===== config.mk =====
export PLATFORM = sky130hd
export DESIGN_NAME = melody_tone_sequencer_unit
export DESIGN_NICKNAME = d
export VERILOG_FILES = /design/src/sv/mts_pkg.sv /design/src/sv/melody_tone_sequencer_unit.sv /design/src/sv/mts_ram.sv /design/src/sv/mts_div.sv
export SDC_FILE = /design/constraint.sdc
export NUM_CORES = 2
export LEC_CHECK = 0
export BUFFER_PORTS_ARGS = -buffer_cell sky130_fd_sc_hd__buf_2
export CAP_MARGIN = 20
export CORE_MARGIN = 2
export CORE_UTILIZATION = 55
export DETAILED_ROUTE_END_ITERATION = 8
export PLACE_DENSITY = 0.71
export RECOVER_POWER = 50
export SLEW_MARGIN = 5
export SYNTH_ARGS = -nofsm -noshare
export SYNTH_HDL_FRONTEND = slang
export SYNTH_SLANG_ARGS = --single-unit

===== constraint.sdc =====
create_clock -name aclk -period 9.1 [get_ports aclk]
set_input_delay 1.365 -clock aclk [delete_from_list [all_inputs] [get_ports aclk]]
set_output_delay 1.365 -clock aclk [all_outputs]
set_load 0.005 [all_outputs]

===== src/sv/mts_pkg.sv =====
package mts_pkg;

    localparam int TPM_W   = 16;
    localparam int ENTRY_W = 11;
    localparam int LEN_W   = 16;
    localparam int CNT_W   = 9;

    localparam logic [CNT_W-1:0] MAX_NOTES = 9'd256;

    localparam logic [1:0] REG_TPM    = 2'd0;
    localparam logic [1:0] REG_REPEAT = 2'd1;
    localparam logic [1:0] REG_DUTY   = 2'd2;

    localparam logic [15:0] RST_TPM    = 16'd6000;
    localparam logic [3:0]  RST_REPEAT = 4'd5;
    localparam logic [9:0]  RST_DUTY   = 10'd213;

    typedef enum logic [1:0] {
        CMD_TICK  = 2'd0,
        CMD_START = 2'd1,
        CMD_WRITE = 2'd2
    } cmd_t;

    typedef struct packed {
        logic             done;
        logic [TPM_W-1:0] quo;
    } div_stat_t;

    // note length in ticks from the quarter-note length q
    function automatic logic [LEN_W-1:0] note_len(input logic [TPM_W-1:0] q,
                                                  input logic [2:0] code);
        logic [TPM_W+1:0] q3;
        logic [LEN_W-1:0] len;
        q3 = {2'b00, q} + {1'b0, q, 1'b0};
        case (code)
            3'd0: len = {2'b00, q[15:2]};
            3'd1: len = {1'b0, q3[17:3]};
            3'd2: len = {1'b0, q[15:1]};
            3'd3: len = q3[17:2];
            3'd4: len = q;
            3'd5: len = q3[16:1];
            3'd6: len = {q[14:0], 1'b0};
            3'd7: len = {q[13:0], 2'b00};
            default: len = q;
        endcase
        return len;
    endfunction

endpackage


===== src/sv/melody_tone_sequencer_unit.sv =====
// A start runs a bit-serial tempo division and a note store read before its result beat.
// One item in flight; next beat taken once the result is registered. Synchronous
// active-low reset clears control, counters, tone outputs and configuration to
// defaults; the note store is not cleared.
module melody_tone_sequencer_unit
    import mts_pkg::*;
#(
    parameter int NOTE_DEPTH = 256
) (
    input  logic        aclk,
    input  logic        aresetn,
    input  logic        s_tvalid,
    output logic        s_tready,
    // entry_address, pitch_period, length_code, note_count, tempo_bpm
    input  logic [39:0] s_tdata,
    // cmd
    input  logic [1:0]  s_tuser,
    output logic        m_tvalid,
    input  logic        m_tready,
    // tone_period, pwm_duty, playing, note_position, repeat_position
    output logic [31:0] m_tdata,
    input  logic        cfg_we,
    input  logic [1:0]  cfg_index,
    input  logic [15:0] cfg_wdata
);

    localparam int AW = $clog2(NOTE_DEPTH);
    localparam logic [AW:0] DEPTH_W = (AW+1)'(NOTE_DEPTH);

    typedef enum logic [2:0] {
        ST_IDLE,
        ST_TICK,
        ST_DIV,
        ST_WAIT,
        ST_BEGIN,
        ST_RESP
    } state_t;

    function automatic logic [AW-1:0] depth_mod(input logic [7:0] a);
        logic [11:0] r;
        r = {4'b0000, a};
        for (int k = 3; k >= 0; k--) begin
            if (r >= 12'(NOTE_DEPTH << k)) begin
                r = r - 12'(NOTE_DEPTH << k);
            end
        end
        return r[AW-1:0];
    endfunction

    state_t           state_reg;
    logic [15:0]      tpm_reg;
    logic [3:0]       rep_total_reg;
    logic [9:0]       duty_cfg_reg;
    logic [15:0]      q_reg;
    logic [15:0]      ticks_reg;
    logic [AW-1:0]    base_reg;
    logic [AW-1:0]    ptr_reg;
    logic [CNT_W-1:0] len_reg;
    logic [7:0]       cursor_reg;
    logic [3:0]       rep_reg;
    logic             active_reg;
    logic [7:0]       period_reg;
    logic [9:0]       duty_reg;
    logic             m_tvalid_reg;
    logic [31:0]      m_tdata_reg;

    cmd_t             in_cmd;
    logic [7:0]       in_addr;
    logic [7:0]       in_pitch;
    logic [2:0]       in_code;
    logic [CNT_W-1:0] in_count;
    logic [7:0]       in_tempo;
    logic             s_accept;
    logic [AW-1:0]    in_addr_mod;
    logic             mem_we;
    logic [ENTRY_W-1:0] mem_rdata;
    logic [7:0]       ent_pitch;
    logic [15:0]      ent_len;
    logic [AW:0]      ptr_inc;
    logic [AW-1:0]    ptr_next;
    div_stat_t        div_stat;

    assign in_cmd   = cmd_t'(s_tuser);
    assign in_addr  = s_tdata[7:0];
    assign in_pitch = s_tdata[15:8];
    assign in_code  = s_tdata[18:16];
    assign in_count = s_tdata[27:19];
    assign in_tempo = s_tdata[35:28];

    assign s_tready    = (state_reg == ST_IDLE);
    assign s_accept    = s_tvalid && s_tready;
    assign in_addr_mod = depth_mod(in_addr);
    assign mem_we      = s_accept && (in_cmd == CMD_WRITE);

    mts_ram #(
        .WIDTH(ENTRY_W),
        .DEPTH(NOTE_DEPTH)
    ) u_note_ram (
        .aclk  (aclk),
        .we    (mem_we),
        .waddr (in_addr_mod),
        .wdata ({in_code, in_pitch}),
        .raddr (ptr_reg),
        .rdata (mem_rdata)
    );

    mts_div u_div (
        .aclk     (aclk),
        .aresetn  (aresetn),
        .start    (s_accept && (in_cmd == CMD_START)),
        .dividend (tpm_reg),
        .divisor  (in_tempo),
        .stat     (div_stat)
    );

    assign ent_pitch = mem_rdata[7:0];
    assign ent_len   = note_len(q_reg, mem_rdata[10:8]);
    assign ptr_inc   = {1'b0, ptr_reg} + {{AW{1'b0}}, 1'b1};
    assign ptr_next  = (ptr_inc == DEPTH_W) ? '0 : ptr_inc[AW-1:0];

    always_ff @(posedge aclk) begin
        if (!aresetn) begin
            tpm_reg       <= RST_TPM;
            rep_total_reg <= RST_REPEAT;
            duty_cfg_reg  <= RST_DUTY;
        end else if (cfg_we) begin
            case (cfg_index)
                REG_TPM:    tpm_reg       <= cfg_wdata;
                REG_REPEAT: rep_total_reg <= cfg_wdata[3:0];
                REG_DUTY:   duty_cfg_reg  <= cfg_wdata[9:0];
                default: ;
            endcase
        end
    end

    always_ff @(posedge aclk) begin
        if (!aresetn) begin
            state_reg    <= ST_IDLE;
            q_reg        <= '0;
            ticks_reg    <= '0;
            base_reg     <= '0;
            ptr_reg      <= '0;
            len_reg      <= '0;
            cursor_reg   <= '0;
            rep_reg      <= '0;
            active_reg   <= 1'b0;
            period_reg   <= '0;
            duty_reg     <= '0;
            m_tvalid_reg <= 1'b0;
        end else begin
            if (m_tready && (state_reg != ST_RESP)) begin
                m_tvalid_reg <= 1'b0;
            end
            case (state_reg)
                ST_IDLE: begin
                    if (s_accept) begin
                        case (in_cmd)
                            CMD_TICK: begin
                                state_reg <= active_reg ? ST_TICK : ST_RESP;
                            end
                            CMD_START: begin
                                base_reg   <= in_addr_mod;
                                ptr_reg    <= in_addr_mod;
                                len_reg    <= (in_count > MAX_NOTES) ? MAX_NOTES : in_count;
                                cursor_reg <= '0;
                                rep_reg    <= '0;
                                state_reg  <= ST_DIV;
                            end
                            CMD_WRITE: state_reg <= ST_RESP;
                            default:   state_reg <= ST_RESP;
                        endcase
                    end
                end
                ST_TICK: begin
                    if (ticks_reg != '0) begin
                        if (ticks_reg == {3'b000, ent_len[15:3]}) begin
                            duty_reg <= '0;
                        end
                        ticks_reg <= ticks_reg - 16'd1;
                        state_reg <= ST_RESP;
                    end else if (({1'b0, cursor_reg} + 9'd1) < len_reg) begin
                        cursor_reg <= cursor_reg + 8'd1;
                        ptr_reg    <= ptr_next;
                        state_reg  <= ST_WAIT;
                    end else if (({1'b0, rep_reg} + 5'd1) < {1'b0, rep_total_reg}) begin
                        rep_reg    <= rep_reg + 4'd1;
                        cursor_reg <= '0;
                        ptr_reg    <= base_reg;
                        state_reg  <= ST_WAIT;
                    end else begin
                        duty_reg   <= '0;
                        active_reg <= 1'b0;
                        state_reg  <= ST_RESP;
                    end
                end
                ST_DIV: begin
                    if (div_stat.done) begin
                        q_reg     <= div_stat.quo;
                        state_reg <= ST_BEGIN;
                    end
                end
                ST_WAIT: state_reg <= ST_BEGIN;
                ST_BEGIN: begin
                    if (ent_pitch == '0) begin
                        duty_reg <= '0;
                    end else begin
                        period_reg <= ent_pitch;
                        duty_reg   <= duty_cfg_reg;
                    end
                    ticks_reg  <= ent_len;
                    active_reg <= 1'b1;
                    state_reg  <= ST_RESP;
                end
                ST_RESP: begin
                    if (!m_tvalid_reg || m_tready) begin
                        m_tvalid_reg <= 1'b1;
                        m_tdata_reg  <= {1'b0, rep_reg, cursor_reg, active_reg,
                                         duty_reg, period_reg};
                        state_reg    <= ST_IDLE;
                    end
                end
                default: state_reg <= ST_IDLE;
            endcase
        end
    end

    assign m_tvalid = m_tvalid_reg;
    assign m_tdata  = m_tdata_reg;

    a_div_done_in_div: assert property (@(posedge aclk) disable iff (!aresetn)
        div_stat.done |-> state_reg == ST_DIV)
        else $error("divider finished outside of a start");

    a_duty_needs_active: assert property (@(posedge aclk) disable iff (!aresetn)
        duty_reg != '0 |-> active_reg)
        else $error("tone driven while not playing");

    a_ptr_in_range: assert property (@(posedge aclk) disable iff (!aresetn)
        {1'b0, ptr_reg} < DEPTH_W)
        else $error("note pointer beyond store depth");

    a_result_after_resp: assert property (@(posedge aclk) disable iff (!aresetn)
        $rose(m_tvalid_reg) |-> $past(state_reg) == ST_RESP)
        else $error("result beat not issued from response state");

endmodule


===== src/sv/mts_ram.sv =====
module mts_ram #(
    parameter int WIDTH = 11,
    parameter int DEPTH = 256,
    localparam int AW = (DEPTH > 1) ? $clog2(DEPTH) : 1
) (
    input  logic             aclk,
    input  logic             we,
    input  logic [AW-1:0]    waddr,
    input  logic [WIDTH-1:0] wdata,
    input  logic [AW-1:0]    raddr,
    output logic [WIDTH-1:0] rdata
);

    logic [WIDTH-1:0] mem [DEPTH];

    always_ff @(posedge aclk) begin
        if (we) begin
            mem[waddr] <= wdata;
        end
        rdata <= mem[raddr];
    end

endmodule


===== src/sv/mts_div.sv =====
module mts_div
    import mts_pkg::*;
(
    input  logic             aclk,
    input  logic             aresetn,
    input  logic             start,
    input  logic [TPM_W-1:0] dividend,
    input  logic [7:0]       divisor,
    output div_stat_t        stat
);

    logic [4:0]       cnt_reg;
    logic [TPM_W-1:0] dvd_reg;
    logic [7:0]       rem_reg;
    logic [7:0]       dvs_reg;
    logic             done_reg;
    logic [8:0]       rem_shift;
    logic             qbit;
    logic [8:0]       rem_next;

    // restoring division, one quotient bit per cycle; divisor 0 yields all ones
    assign rem_shift = {rem_reg, dvd_reg[TPM_W-1]};
    assign qbit      = (rem_shift >= {1'b0, dvs_reg});
    assign rem_next  = qbit ? (rem_shift - {1'b0, dvs_reg}) : rem_shift;

    always_ff @(posedge aclk) begin
        if (!aresetn) begin
            cnt_reg  <= '0;
            done_reg <= 1'b0;
        end else begin
            done_reg <= !start && (cnt_reg == 5'd1);
            if (start) begin
                cnt_reg <= 5'(TPM_W);
                dvd_reg <= dividend;
                dvs_reg <= divisor;
                rem_reg <= '0;
            end else if (cnt_reg != '0) begin
                cnt_reg  <= cnt_reg - 5'd1;
                dvd_reg  <= {dvd_reg[TPM_W-2:0], qbit};
                rem_reg  <= rem_next[7:0];
            end
        end
    end

    assign stat.done = done_reg;
    assign stat.quo  = dvd_reg;

endmodule


==> run_results.csv <==
group,metric,value,unit
clocking,post_cts_buffers,0,
clocking,clk_latency,960,ps
routing,drt_pass1_iterations,6,
critical_path,crit_fanout,109,
routing,dr_total_vias,58700,
global_routing,grt_pass1_wl,407000,µm
critical_path,cp_cell_sequence,"clkbuf_1 -> clkbuf_2",
hold_path,hold_path_startpoint,"duty_reg[1]",
floorplan,initial_core_util,0.554,
clocking,cts_buffers,308,
floorplan,rows,170,
timing,drv_slew,1825,
routing,wire_per_inst,31.6,µm
global_routing,grt_pass1_vias,57300,
critical_path,crit_required,9540,ps
job,cap_violations,23,
global_routing,track_usage,0.257,
timing,max_freq,0.150,GHz
global_routing,antenna_found_initial,13,
timing,period_minus_slack,6670,ps
pwr,p_leak,40.2,nW
pwr,power,33.7,mW
floorplan,die_x,469,µm
critical_path,crit_slowest_cell,"clkbuf_1",
cells_and_area,drive_gt1_frac,0.269,
synth,syn_nets,5701,
timing,hold_viol,0,
cells_and_area,largest_register_ffs,2816,
clocking,ctsResizeCount,0,
cells_and_area,syn_to_final_growth,11.6,%
outcome,violations,"max-capacitance violations, max-slew violations",
floorplan,die-area,220000,µm²
routing,final_antenna_net_count,0,
synth,async_reset_ff_frac,0,
synth,synth-main-ff-cell,"edfxtp_1",
clocking,clock-root-buffer,"clkbuf_16",
critical_path,cp_top_family,"buffers and inverters",
routing,drcViolationCount,0,
routing,wirelength,282000,µm
critical_path,path_buf_inv,2,
routing,routed_via_density,6.56,
timing,fin_ws,2430,ps
pwr,vdd_drop_max,0.000227,V
clocking,clk_pin_slew,60,ps
place,dp_slack,4290,ps
timing,rsz0062_at_grt,"false",
global_routing,grt-ovfl-total,0,
synth,synth_seq_area_share,0.750,
clocking,cts_sinks,3018,
cells_and_area,final_common_cell,"edfxtp_1",
place,numPortBuffers,93,
timing,clock_skew,66.1,ps
timing,tightest_slew,5530,ps
synth,syn_area,119000,µm²
routing,drtIter0Drc,8225,
synth,synth-seq-cells,3018,
timing,worst_hold_slack,426,ps
clocking,clock_path_buffers,4,
critical_path,path_class,"in -> reg",
outcome,status,"finished with violations",
cells_and_area,final_cell_area,133000,µm²
timing,maxSlewHeadroom,-2.68,
hold_path,min_path_type,"reg -> reg",
cells_and_area,mostFrequentLayoutCells,"2879 x edfxtp_1, 936 x mux4_2, 332 x nor2_1",
place,hpwl,162000,µm
floorplan,die_h,469,µm
critical_path,crit_path_end_kind,"flip-flop",
floorplan,core_area,215000,µm²
cells_and_area,fin_nets,5995,
critical_path,max_stage_delay,3760,ps
clocking,htree_levels,5,
pwr,powerDensity,254,nW/µm²
floorplan,io_pins,99,
place,place_area,123000,µm²
timing,setup_viol,0,
place,gp_congestion,0.879,
critical_path,worstPathArrival,7110,ps
synth,yosysUniqueCellTypes,98,
timing,post-route-period-util,0.733,
synth,synth_edf_count,2879,
timing,fin_setup_tns,0,ps
synth,yosysWarnings,0,
synth,synthCells,5592,
critical_path,crit_start,"s_tdata[14]",
global_routing,grt_max_degree,138,
synth,syn_area_per_cell,21.3,µm²
critical_path,cp-start-kind,"input port",
clocking,hold_buffers,0,
clocking,cts_tree,"yes",
critical_path,rr_startpoint,"q_reg[1]",
-- Yosys cell counts, drive strengths merged (3+ instances only) --
cell / instances / area [µm²]
a2111oi: 10 / 87.6
a211o: 6 / 53.8
a211oi: 17 / 140
a21boi: 9 / 67.6
a21o: 6 / 45.0
a21oi: 131 / 663
a221oi: 8 / 87.6
a22oi: 17 / 128
a311oi: 4 / 41.3
a31oi: 26 / 163
and2: 8 / 51.3
and3: 12 / 76.3
buf: 99 / 443
clkbuf: 218 / 882
dfxtp: 139 / 2780
edfxtp: 2879 / 86500
ha: 42 / 526
inv: 45 / 169
mux2: 6 / 67.6
mux2i: 18 / 180
mux4: 936 / 21100
nand2: 268 / 1010
nand2b: 12 / 75.1
nand3: 47 / 235
nand3b: 20 / 150
nand4: 8 / 50.1
nor2: 332 / 1250
nor2b: 16 / 100
nor3: 37 / 195
nor3b: 9 / 90.1
nor4: 14 / 109
o211ai: 5 / 37.5
o21a: 10 / 75.1
o21ai: 65 / 333
o221ai: 5 / 43.8
o22ai: 5 / 31.3
or3: 9 / 61.3
or3b: 3 / 26.3
xnor2: 23 / 201
xor2: 21 / 184
-- power by group --
part | internal (mW) | switching [mW]
combinational | 2.61 | 3.44
sequential | 15.5 | 0.310
clock | 6.87 | 5.04
total | 24.9 | 8.80
-- worst paths after layout --
path,end,slack [ps],cells past startpoint
worst max-delay path,u_note_ram.mem[128][6],2430,2
worst min register to register,m_tdata[9],430,0
worst min-delay path,m_tdata[9],430,0
worst max register to register,duty_reg[7],4380,12
-- per-stage QoR --
step	utilization	instances
after floorplan	-	5592
final	0.618	8946
after CTS	0.615	8855
after global placement	0.571	8311
after global routing	0.618	8941
after detailed placement	0.572	8329
-- layer usage --
layer,up-vias,routed length [µm],track usage
met4,6,8300,0.0707
met5,-,38,0
met2,3248,137000,0.406
met1,31000,109000,0.373
met3,469,28700,0.0507
li1,23900,-,-
-- cell type report --
type / instances / area, µm²
repair buffers: 303 / 2190
fillers: 14400 / 82100
well taps: 2838 / 3550
inverters: 46 / 173
diodes: 6 / 15.0
flip-flops and latches: 3018 / 89300
clock inverters: 146 / 1200
multi-input cells: 2209 / 28200
clock buffers: 380 / 8120
-- kinds of logic after synthesis --
family,after synthesis,share of synthesized area
muxes,960,0.179
DFF,3018,0.750
AOI/OAI and AO/OA,353,0.0191
xor gates and xnor gates,44,0.00324
other,1,0.0000315
adders and majority gates,44,0.00476
buffers and inverters,365,0.0130
and+or+nand+nor,807,0.0301
(Power assumes the default switching activity.)
